<file path="config.mk">
export PLATFORM = sky130hd
export DESIGN_NAME = motor_pwm_packet_dispatcher_unit
export DESIGN_NICKNAME = d
export VERILOG_FILES = /design/src/rtl/mpd_pkg.sv /design/src/rtl/mpd_ctrl.sv /design/src/rtl/mpd_datapath.sv /design/src/rtl/motor_pwm_packet_dispatcher_unit.sv
export SDC_FILE = /design/constraint.sdc
export NUM_CORES = 1
export LEC_CHECK = 0
export BUFFER_PORTS_ARGS = -buffer_cell sky130_fd_sc_hd__buf_2
export CORE_UTILIZATION = 62
export CTS_CLUSTER_DIAMETER = 200
export CTS_CLUSTER_SIZE = 25
export DETAILED_ROUTE_END_ITERATION = 10
export GPL_TIMING_DRIVEN = 0
export HOLD_SLACK_MARGIN = 0.02
export PLACE_DENSITY = 0.79
export SLEW_MARGIN = 5
export SYNTH_ARGS = -nofsm -noshare
export SYNTH_HDL_FRONTEND = slang
export SYNTH_SLANG_ARGS = --single-unit
</file>
<file path="constraint.sdc">
create_clock -name clk -period 4.2 [get_ports clk]
set_clock_uncertainty 0.1 [all_clocks]
set_input_delay 0.63 -clock clk [delete_from_list [all_inputs] [get_ports clk]]
set_output_delay 0.63 -clock clk [all_outputs]
set_load 0.1 [all_outputs]
</file>
<file path="src/rtl/mpd_pkg.sv">
// shared constants, codes and transaction types for the motor pwm packet dispatcher
package mpd_pkg;

  localparam int NUM_CHANNELS = 32;
  localparam int IDX_W = (NUM_CHANNELS > 1) ? $clog2(NUM_CHANNELS) : 1;

  localparam logic [1:0] MODE_ACTIVATE = 2'd0;
  localparam logic [1:0] MODE_SET      = 2'd1;
  localparam logic [1:0] MODE_XMIT     = 2'd2;

  typedef struct packed {
    logic [1:0]         mode;
    logic [4:0]         channel;
    logic signed [15:0] drive_value;
  } req_t;

  typedef struct packed {
    logic [7:0] address_byte;
    logic [7:0] forward_byte;
    logic [7:0] reverse_byte;
    logic [7:0] check_byte;
    logic       last_packet;
  } pkt_t;

  typedef struct packed {
    logic rd_scan;
    logic do_activate;
    logic do_capture;
    logic do_set_write;
    logic scan_start;
    logic scan_next;
    logic out_load;
  } cmd_t;

  typedef struct packed {
    logic hot_cur;
    logic more_above;
    logic idx_last;
    logic out_free;
  } sts_t;

endpackage

</file>
<file path="src/rtl/mpd_ctrl.sv">
// controller state machine for the motor pwm packet dispatcher
module mpd_ctrl (
  input  logic          clk,
  input  logic          rst,
  input  logic          req_valid,
  output logic          req_ready,
  input  logic [1:0]    req_mode,
  input  mpd_pkg::sts_t sts,
  output mpd_pkg::cmd_t cmd
);
  import mpd_pkg::*;

  localparam logic [1:0] S_IDLE = 2'd0;
  localparam logic [1:0] S_SET  = 2'd1;
  localparam logic [1:0] S_SCAN = 2'd2;
  localparam logic [1:0] S_LOAD = 2'd3;

  logic [1:0] state, state_next;
  logic       accept;

  assign req_ready = (state == S_IDLE);
  assign accept    = req_valid && req_ready;

  always_comb begin
    state_next = state;
    cmd        = '0;
    cmd.rd_scan = (state == S_SCAN) || (state == S_LOAD);
    case (state)
      S_IDLE: begin
        if (accept) begin
          case (req_mode)
            MODE_ACTIVATE: cmd.do_activate = 1'b1;
            MODE_SET: begin
              cmd.do_capture = 1'b1;
              state_next     = S_SET;
            end
            MODE_XMIT: begin
              cmd.scan_start = 1'b1;
              state_next     = S_SCAN;
            end
            default: ;
          endcase
        end
      end
      S_SET: begin
        cmd.do_set_write = 1'b1;
        state_next       = S_IDLE;
      end
      S_SCAN: begin
        // hot channel: memory read is in flight, packet builds in S_LOAD
        if (sts.hot_cur) begin
          state_next = S_LOAD;
        end else if (sts.idx_last) begin
          state_next = S_IDLE;
        end else begin
          cmd.scan_next = 1'b1;
        end
      end
      S_LOAD: begin
        if (sts.out_free) begin
          cmd.out_load = 1'b1;
          if (!sts.more_above) begin
            state_next = S_IDLE;
          end else begin
            cmd.scan_next = 1'b1;
            state_next    = S_SCAN;
          end
        end
      end
      default: state_next = S_IDLE;
    endcase
  end

  always_ff @(posedge clk) begin
    if (rst) begin
      state <= S_IDLE;
    end else begin
      state <= state_next;
    end
  end

endmodule

</file>
<file path="src/rtl/mpd_datapath.sv">
// channel table, drive value memory, scan counter and packet output register
module mpd_datapath (
  input  logic          clk,
  input  logic          rst,
  input  mpd_pkg::req_t req,
  input  mpd_pkg::cmd_t cmd,
  output mpd_pkg::sts_t sts,
  output logic          pkt_valid,
  input  logic          pkt_ready,
  output mpd_pkg::pkt_t pkt
);
  import mpd_pkg::*;

  logic [NUM_CHANNELS-1:0] enabled, pending, written, hot;
  logic [NUM_CHANNELS:0]   rest;
  logic [15:0]             mem [NUM_CHANNELS];
  logic [15:0]             rd_data, cur_value;
  logic                    rd_seen;
  logic [IDX_W-1:0]        idx, raddr, req_idx, set_idx;
  logic                    req_ok, set_ok;
  logic [15:0]             set_value;
  logic                    positive;
  logic [7:0]              addr_b, fwd_b, rev_b;
  pkt_t                    pkt_next;

  assign req_idx = IDX_W'(req.channel);
  assign req_ok  = int'(req.channel) < NUM_CHANNELS;
  assign raddr   = cmd.rd_scan ? idx : req_idx;

  // drive value memory with one read port and one write port, registered read
  always_ff @(posedge clk) begin
    rd_data <= mem[raddr];
    rd_seen <= written[raddr];
    if (cmd.do_set_write && set_ok) begin
      mem[set_idx] <= set_value;
    end
  end

  // entries never written read as the reset value of zero
  assign cur_value = rd_seen ? rd_data : 16'd0;

  always_ff @(posedge clk) begin
    if (cmd.do_capture) begin
      set_idx   <= req_idx;
      set_ok    <= req_ok;
      set_value <= req.drive_value;
    end
  end

  always_ff @(posedge clk) begin
    if (rst) begin
      enabled <= '0;
      pending <= '0;
      written <= '0;
    end else begin
      if (cmd.do_activate && req_ok) begin
        enabled[req_idx] <= 1'b1;
        pending[req_idx] <= 1'b1;
      end
      if (cmd.do_set_write && set_ok) begin
        pending[set_idx] <= (set_value != cur_value);
        written[set_idx] <= 1'b1;
      end
    end
  end

  always_ff @(posedge clk) begin
    if (rst) begin
      idx <= '0;
    end else if (cmd.scan_start) begin
      idx <= '0;
    end else if (cmd.scan_next) begin
      idx <= idx + 1'b1;
    end
  end

  assign hot = enabled & pending;
  assign rest = {1'b0, hot} >> idx;

  assign sts.hot_cur    = rest[0];
  assign sts.more_above = |rest[NUM_CHANNELS:1];
  assign sts.idx_last   = (idx == IDX_W'(NUM_CHANNELS - 1));
  assign sts.out_free   = !pkt_valid || pkt_ready;

  assign positive = (cur_value != 16'd0) && !cur_value[15];
  assign addr_b   = 8'(idx);
  assign fwd_b    = positive ? cur_value[7:0] : 8'd0;
  assign rev_b    = positive ? 8'd0 : 8'(8'd0 - cur_value[7:0]);

  always_comb begin
    pkt_next.address_byte = addr_b;
    pkt_next.forward_byte = fwd_b;
    pkt_next.reverse_byte = rev_b;
    pkt_next.check_byte   = addr_b ^ fwd_b ^ rev_b;
    pkt_next.last_packet  = !sts.more_above;
  end

  always_ff @(posedge clk) begin
    if (cmd.out_load) begin
      pkt <= pkt_next;
    end
  end

  always_ff @(posedge clk) begin
    if (rst) begin
      pkt_valid <= 1'b0;
    end else if (cmd.out_load) begin
      pkt_valid <= 1'b1;
    end else if (pkt_ready) begin
      pkt_valid <= 1'b0;
    end
  end

`ifndef SYNTH
  a_load_free: assert property (@(posedge clk) disable iff (rst)
    cmd.out_load |-> (!pkt_valid || pkt_ready))
    else $error("packet loaded over an untaken transaction");

  a_load_hot: assert property (@(posedge clk) disable iff (rst)
    cmd.out_load |-> hot[idx])
    else $error("packet built for a channel that is not enabled and pending");

  a_load_valid: assert property (@(posedge clk) disable iff (rst)
    cmd.out_load |=> pkt_valid)
    else $error("loaded packet not presented");

  a_table_quiet: assert property (@(posedge clk) disable iff (rst)
    cmd.rd_scan |-> (!cmd.do_activate && !cmd.do_set_write))
    else $error("channel table changed during a transmit scan");
`endif

endmodule

</file>
<file path="src/rtl/motor_pwm_packet_dispatcher_unit.sv">
// top level of the motor pwm packet dispatcher: controller plus datapath
//
//  channel | signals                        | carries
//  --------+--------------------------------+---------------------------------
//  request | req_valid, req_ready, req      | mode, channel, drive_value
//  packet  | pkt_valid, pkt_ready, pkt      | address, fwd, rev, check, last
//
// activate acts on acceptance; set reads the value memory, then writes it in
// S_SET. transmit clears the scan index; S_SCAN then steps over the channels
// and S_LOAD emits a packet per hot one; the scan ends after the last hot
// channel, or at the last channel if none is hot.
// requests are taken only between transactions.
// packet stalls hold the scan at the hot channel; sync reset clears all flags.
module motor_pwm_packet_dispatcher_unit (
  input  logic          clk,
  input  logic          rst,
  input  logic          req_valid,
  output logic          req_ready,
  input  mpd_pkg::req_t req,
  output logic          pkt_valid,
  input  logic          pkt_ready,
  output mpd_pkg::pkt_t pkt
);
  import mpd_pkg::*;

  cmd_t cmd;
  sts_t sts;

  mpd_ctrl u_ctrl (
    .clk       (clk),
    .rst       (rst),
    .req_valid (req_valid),
    .req_ready (req_ready),
    .req_mode  (req.mode),
    .sts       (sts),
    .cmd       (cmd)
  );

  mpd_datapath u_datapath (
    .clk       (clk),
    .rst       (rst),
    .req       (req),
    .cmd       (cmd),
    .sts       (sts),
    .pkt_valid (pkt_valid),
    .pkt_ready (pkt_ready),
    .pkt       (pkt)
  );

endmodule
</file>
==> qor.txt, run 1 <==
Sw Ratio -> 22.87%
Share of layout cells above drive strength 1 -> 18.19%
Synth cell types -> 73
Synth Warn # -> 0
DR pass1 iterations -> 7
Placed Area -> 0.02976 mm^2
Final hold vios -> 0
Clk buf depth -> 3
Final Util -> 69.50%
Fin crit share -> 97.80%
Post-synth ARST share -> 0%
WL per Instance -> 27.45 um
Final setup viols -> 0
Post-Place Cells -> 2594
Cell Area, Synth -> 0.02804 mm^2
Hold Crit Class -> input pin to register
Commonest cells after routing, fill and taps aside -> edfxtp_1 (563), nand2_1 (201), nor2_1 (198)
Seq pwr share -> 62.9%
Internal power -> 9.124 mW
Die W -> 214.7 um
Max-cap viol count -> 0
Worst setup margin -> 92.27 ps
RR Startpoint -> u_datapath.idx[2]
P_sw -> 2.706 mW
H-tree Lvls -> 1
Register area share after synthesis -> 68.94%
Chip height -> 214.7 um
Final nets -> 2076
Post-CTS Setup Inserts -> 0
Grt ovf -> 0
# IOs -> 62
Main synth FF type -> edfxtp_1
Initial antenna violation count -> 1
Final Wtd Congestion -> 1.065
Vias -> 17720
Avg Inst Size Synth -> 14.71 um^2
Clock Sinks -> 684
Total CTS buffers -> 31
Cell Pwr Density -> 383.2 mW/mm^2
Critical Path Start -> u_datapath.idx[2]
Area grow syn2layout -> 10.10%
Status -> finished, final reports clean
Pre-CTS setup slack -> 258.1 ps
Clock share of power -> 28.9%
Vias per inst -> 6.662
Total Routing Usage GR -> 31.73%
CTS tree -> built
Setup Total Neg Slack -> 0 ps
RSZ-0062 raised after global routing -> false
Relative slew slack -> 6.800%
Post_cts resized -> 0
Setup crit end kind -> register
Mapped Cells -> 1906
Core area -> 0.04441 mm^2
CP arrival -> 4470 ps
Most common cell after layout, fill and taps aside -> edfxtp_1
Data required, critical path -> 4570 ps
Final non-filler cell area -> 0.03087 mm^2
Combinational Power Share -> 8.2%
Cell Count, Final, Fillers Out -> 2660
Minimum clock period -> 4108 ps
Number of routed nets with antenna violations -> 0
IO Port Bufs -> 57
Slew of the pin with the lowest slew margin -> 1398 ps
Crit start category -> register
Synth Register Bits -> 684
First-pass GRT wire length -> 107600 um
Hold Crit Start -> req[3]
Detailed Place HPWL -> 50140 um
Vias in the first global route -> 17130
CTS root buffer -> clkbuf_16
Clock Latency Late Sink -> 620 ps
Worst VDD drop -> 415.0 uV
Die area -> 0.04607 mm^2
Max Slew Vio Count -> 0
Leakage -> 10.00 nW
Clock slew at reported path FFs -> 100 ps
DRC Markers -> 0
Pin count of the biggest net entering global routing -> 36
Critical path peak fanout -> 10
Number of synthesized flops with an enable pin -> 563
WS Path Type -> register to register
Initial Util -> 63.13%
Row cnt -> 77
Max Clk Rate -> 243.4 MHz
CTS Hold Bufs -> 0
Initial DRC Count -> 2621
Post-Route WL -> 73020 um
per-layer routing:
metal  vias to the layer above  track usage (%)  share of wire [%]
met5                         -                0                  0
met4                         0            10.67                3.6
met3                       164            6.468                 10
met2                      1078            50.67                 48
met1                      8930            44.15                 38
li1                       7549                -                  -
logic make-up after synthesis:
family / after synthesis / synth area share [%]
xor gates and xnor gates: 21 / 0.6560
DFF: 684 / 68.94
AOI/OAI and AO/OA: 148 / 3.566
adders and majority gates: 6 / 0.2678
and+or+nand+nor: 772 / 12.76
buffers and inverters: 124 / 2.093
muxes: 150 / 11.70
other: 1 / 0.01338
Yosys cell counts (18+ instances only):
| cell type | n | share of area, % |
|---|---|---|
| o21ai_0 | 46 | 0.82 |
| a21oi_1 | 24 | 0.43 |
| clkbuf_1 | 57 | 0.76 |
| nand3_1 | 132 | 2.4 |
| buf_2 | 28 | 0.50 |
| nor2_1 | 230 | 3.1 |
| nand2_1 | 201 | 2.7 |
| o211ai_1 | 18 | 0.48 |
| nor3_1 | 105 | 1.9 |
| mux4_2 | 142 | 11 |
| dfxtp_1 | 121 | 8.6 |
| edfxtp_1 | 563 | 60 |
through the flow:
stage	power [mW]	hold slack [ps]
final	11.83	76.07
after CTS	11.82	54.32
after floorplan	8.178	306.4
after detailed placement	8.531	321.9
after global placement	8.486	316.7
after global routing	12.11	62.75
sequential cells by signal, indices dropped and copies added (netlist names):
register,count
u_datapath.pending,32
u_datapath.written,32
u_datapath.pkt,30
u_datapath.set_value,16
u_datapath.rd_seen,1
u_datapath.idx,5
u_datapath.set_idx,5
u_datapath.mem,512
u_datapath.rd_data,16
u_datapath.enabled,32
u_datapath.pkt_valid,1
u_ctrl.state,2
worst max-delay path, cell delays in order, from the launching register on:
cell and delay, ps:
dfxtp_1 580, buf_2 300, buf_4 200, buf_2 260, buf_2 330, nand2_1 100
o21ai_1 670, clkbuf_1 540, nand3_1 300, nand2_1 330, o21ai_0 220
area by class of cell:
type,count,area (um^2)
multi-input cells,1100,8220
flip-flops and latches,684,19330
inverters,12,45.04
clock inverters,2,25.02
repair buffers,102,1100
clock buffers,55,865.8
well taps,592,740.7
fillers,2918,13540
plain buffers,112,541.8
diodes,1,2.502
power groups by stage:
stage,Combinational (mW),Sequential (mW),Clock [mW]
global route,1.03,7.45,3.64
global placement,0.876,7.61,0
CTS,0.925,7.46,3.44
floorplan,0.597,7.58,0
detailed placement,0.919,7.61,0
finish,0.975,7.44,3.42
path summary, 6_finish.rpt:
| check | cells after the start | end | slack [ps] |
|---|---|---|---|
| min reg2reg | 0 | u_datapath.pkt[28] | 350 |
| max reg2reg | 10 | u_datapath.rd_data[6] | 90 |
| max | 10 | u_datapath.rd_data[6] | 90 |
| min | 1 | u_datapath.set_value[3] | 80 |
Note: power is estimated with default switching activity, not from simulation.
==> inputs of run 2 (changes only) <==
ABC_CLOCK_PERIOD_IN_PS = 4200   (was default)
SYNTH_HIERARCHICAL = 1   (was default)
==> qor.txt, run 2 <==
Final total power -> 11.79 mW (-0.36%)
Max Slew Vio Count -> 0 (unchanged)
Main synth FF type -> edfxtp_1
Cell Count, Final, Fillers Out -> 2598 (-2.3%)
Critical path peak fanout -> 10 (unchanged)
Post-Route WL -> 72350 um (-0.92%)
Post-CTS Setup Inserts -> 0 (unchanged)
ANT cells -> 0 (-1)
Leakage -> 9.939 nW (-0.65%)
Most common cell after layout, fill and taps aside -> edfxtp_1
Cell Area, Synth -> 0.02779 mm^2 (-0.87%)
Biggest area consumer among synthesized cells -> edfxtp_1
Count leader, synth -> edfxtp_1
Core area -> 0.04422 mm^2 (-0.43%)
Filler Cell Count -> 2838 (-2.7%)
Clk buf depth -> 3 (unchanged)
Commonest cells after routing, fill and taps aside -> edfxtp_1 (563), nand2_1 (211), nor2_1 (197)
Chip height -> 213.7 um (-0.43%)
Worst VDD drop -> 441.4 uV (+6.4%)
Initial antenna violation count -> 4 (+3)
Vias in the first global route -> 16750 (-2.2%)
Number of routed nets with antenna violations -> 0 (unchanged)
Initial Util -> 62.85% (-0.28 points)
IO Port Bufs -> 58 (+1.8%)
Most common library cells after synthesis -> edfxtp_1 (563), nor2_1 (229), nand2_1 (211)
H-tree Lvls -> 1 (unchanged)
Clock Sinks -> 684 (unchanged)
Final nets -> 2011 (-3.1%)
Post-Place Cells -> 2530 (-2.5%)
First-pass GRT wire length -> 105100 um (-2.3%)
WL per Instance -> 27.85 um (+1.4%)
CTS root buffer -> clkbuf_16
Fin crit share -> 96.62% (-1.2 points)
Max Clk Rate -> 246.4 MHz (+1.2%)
Largest Register -> u_datapath/mem
Relative slew slack -> 8.275% (+1.5 points)
Initial DRC Count -> 2507 (-4.3%)
DRC Markers -> 0 (unchanged)
Clock Latency Late Sink -> 630 ps (about the same)
Die W -> 213.7 um (-0.43%)
Top cell type's share of synthesized area -> 60.83% (+0.53 points)
RSZ-0062 raised after global routing -> false
Slew of the pin with the lowest slew margin -> 1376 ps (-22.13 ps)
Row cnt -> 77 (unchanged)
Register area share after synthesis -> 69.55% (+0.61 points)
Final hold vios -> 0 (unchanged)
Data required, critical path -> 4560 ps (about the same)
Vias per inst -> 6.575 (-1.3%)
Setup crit end kind -> register
Placed Area -> 0.02945 mm^2 (-1.0%)
WS Path Type -> register to register
Post-synth ARST share -> 0% (unchanged)
Area grow syn2layout -> 10.27%
Max-cap viol count -> 0 (unchanged)
Synth cell types -> 74 (+1.4%)
Minimum clock period -> 4058 ps (-49.74 ps)
Synth Warn # -> 6 (+6)
CP arrival -> 4420 ps (-50 ps)
Crit start category -> register
Cell Pwr Density -> 384.6 mW/mm^2 (+0.36%)
Number of synthesized flops with an enable pin -> 563 (unchanged)
Pin count of the biggest net entering global routing -> 36 (unchanged)
Mapped Cells -> 1844 (-3.3%)
Die area -> 0.04568 mm^2 (-0.86%)
Avg Inst Size Synth -> 15.07 um^2 (+2.5%)
Clock slew at reported path FFs -> 110 ps (about the same)
Status -> finished, final reports clean
Hold Crit Class -> input pin to register
Detailed Place HPWL -> 49560 um (-1.2%)
Vias -> 17080 (-3.6%)
Max reg flops -> 512 (unchanged)
Final Wtd Congestion -> 0.9610 (-9.8%)
Synth Register Bits -> 684 (unchanged)
Share of layout cells above drive strength 1 -> 19.19% (+1.0 points)
DR pass1 iterations -> 6 (-1)
Final setup viols -> 0 (unchanged)
Final non-filler cell area -> 0.03065 mm^2 (-0.72%)
Total Routing Usage GR -> 32.21% (+0.48 points)
Grt ovf -> 0 (unchanged)
CTS tree -> built
# IOs -> 62 (unchanged)
Synth area leaders -> edfxtp_1 (61%), mux4_2 (12%), dfxtp_1 (8.7%), nor2_1 (3.1%), nand2_1 (2.8%)
Total CTS buffers -> 31 (unchanged)
run 2: cell count changes after synthesis, sizes merged, moves of 6 or more:
cell,delta
a211oi,+32
a21oi,-10
a221oi,-6
mux2i,+8
mux4,+6
nand2,+11
nand3,-6
nand4,-10
nand4b,-9
nor3,-60
o211ai,-8
o31ai,+6
run 2: area by class of cell:
class	count	area (um^2)	area share [%]
Sequential cell	684	19330	63.08
Buffer	107	475.5	1.551
Tap cell	592	740.7	2.417
Clock buffer	56	869.6	2.837
Timing Repair Buffer	103	1116	3.642
Clock inverter	2	25.02	0.08165
Inverter	9	38.79	0.1266
Multi-Input combinational cell	1045	8050	26.27
run 2: metal layers:
metal	vias up	share of wire [%]	global-route usage (%)
li1	7324	-	-
met1	8647	38	44.35
met2	986	49	52.16
met3	125	11	7.557
met4	0	2.7	8.842
met5	-	0	0
run 2: repair_timing:
action                                  in CTS  in global routing
endpoints found under the setup margin       2                  5
pin swaps                                    0                  0
endpoints found under the hold margin        0                  0
gates resized for setup                      0                  5
hold buffers                                 0                  0
run 2: through the flow:
step	hold WS [ps]	setup TNS, ps	util (%)	worst slack, ps
after floorplan	306.4	0	-	1179
after global placement	320.8	-16.73	65.20	-16.73
after detailed placement	326.1	-22.83	66.59	-22.83
after CTS	52.66	0	68.60	81.46
after global routing	58.59	0	69.30	33.74
final	67.66	0	69.30	142.0
run 2: power breakdown:
part           total, mW  internal, mW  switching (mW)
combinational      0.948         0.352           0.596
sequential          7.40          7.33          0.0697
clock               3.44          1.42            2.02
run 2: cell families after synthesis:
family | synth area share (%)
and+or+nand+nor | 10.90
AOI/OAI and AO/OA | 4.146
adders and majority gates | 0.1351
DFF | 69.55
buffers and inverters | 1.864
other | 0.01349
muxes | 12.73
xor gates and xnor gates | 0.6618
run 2: path summary, 6_finish.rpt:
kind / from / end / slack (ps) / cells past startpoint
min: req[0] / u_datapath/set_value[0] / 70 / 1
min reg2reg: u_datapath/idx[3] / u_datapath/pkt[28] / 360 / 0
max: u_ctrl/state[1] / u_datapath/rd_data[0] / 140 / 9
max reg2reg: u_ctrl/state[1] / u_datapath/rd_data[0] / 140 / 9
run 2: critical path: stages (launching register included):
cell	delay [ps]
dfxtp_1	520
clkbuf_1	160
buf_2	230
mux2i_2	840
clkbuf_1	590
mux4_2	400
nand2_1	80
nand3_1	210
nand2_1	200
o21ai_0	540
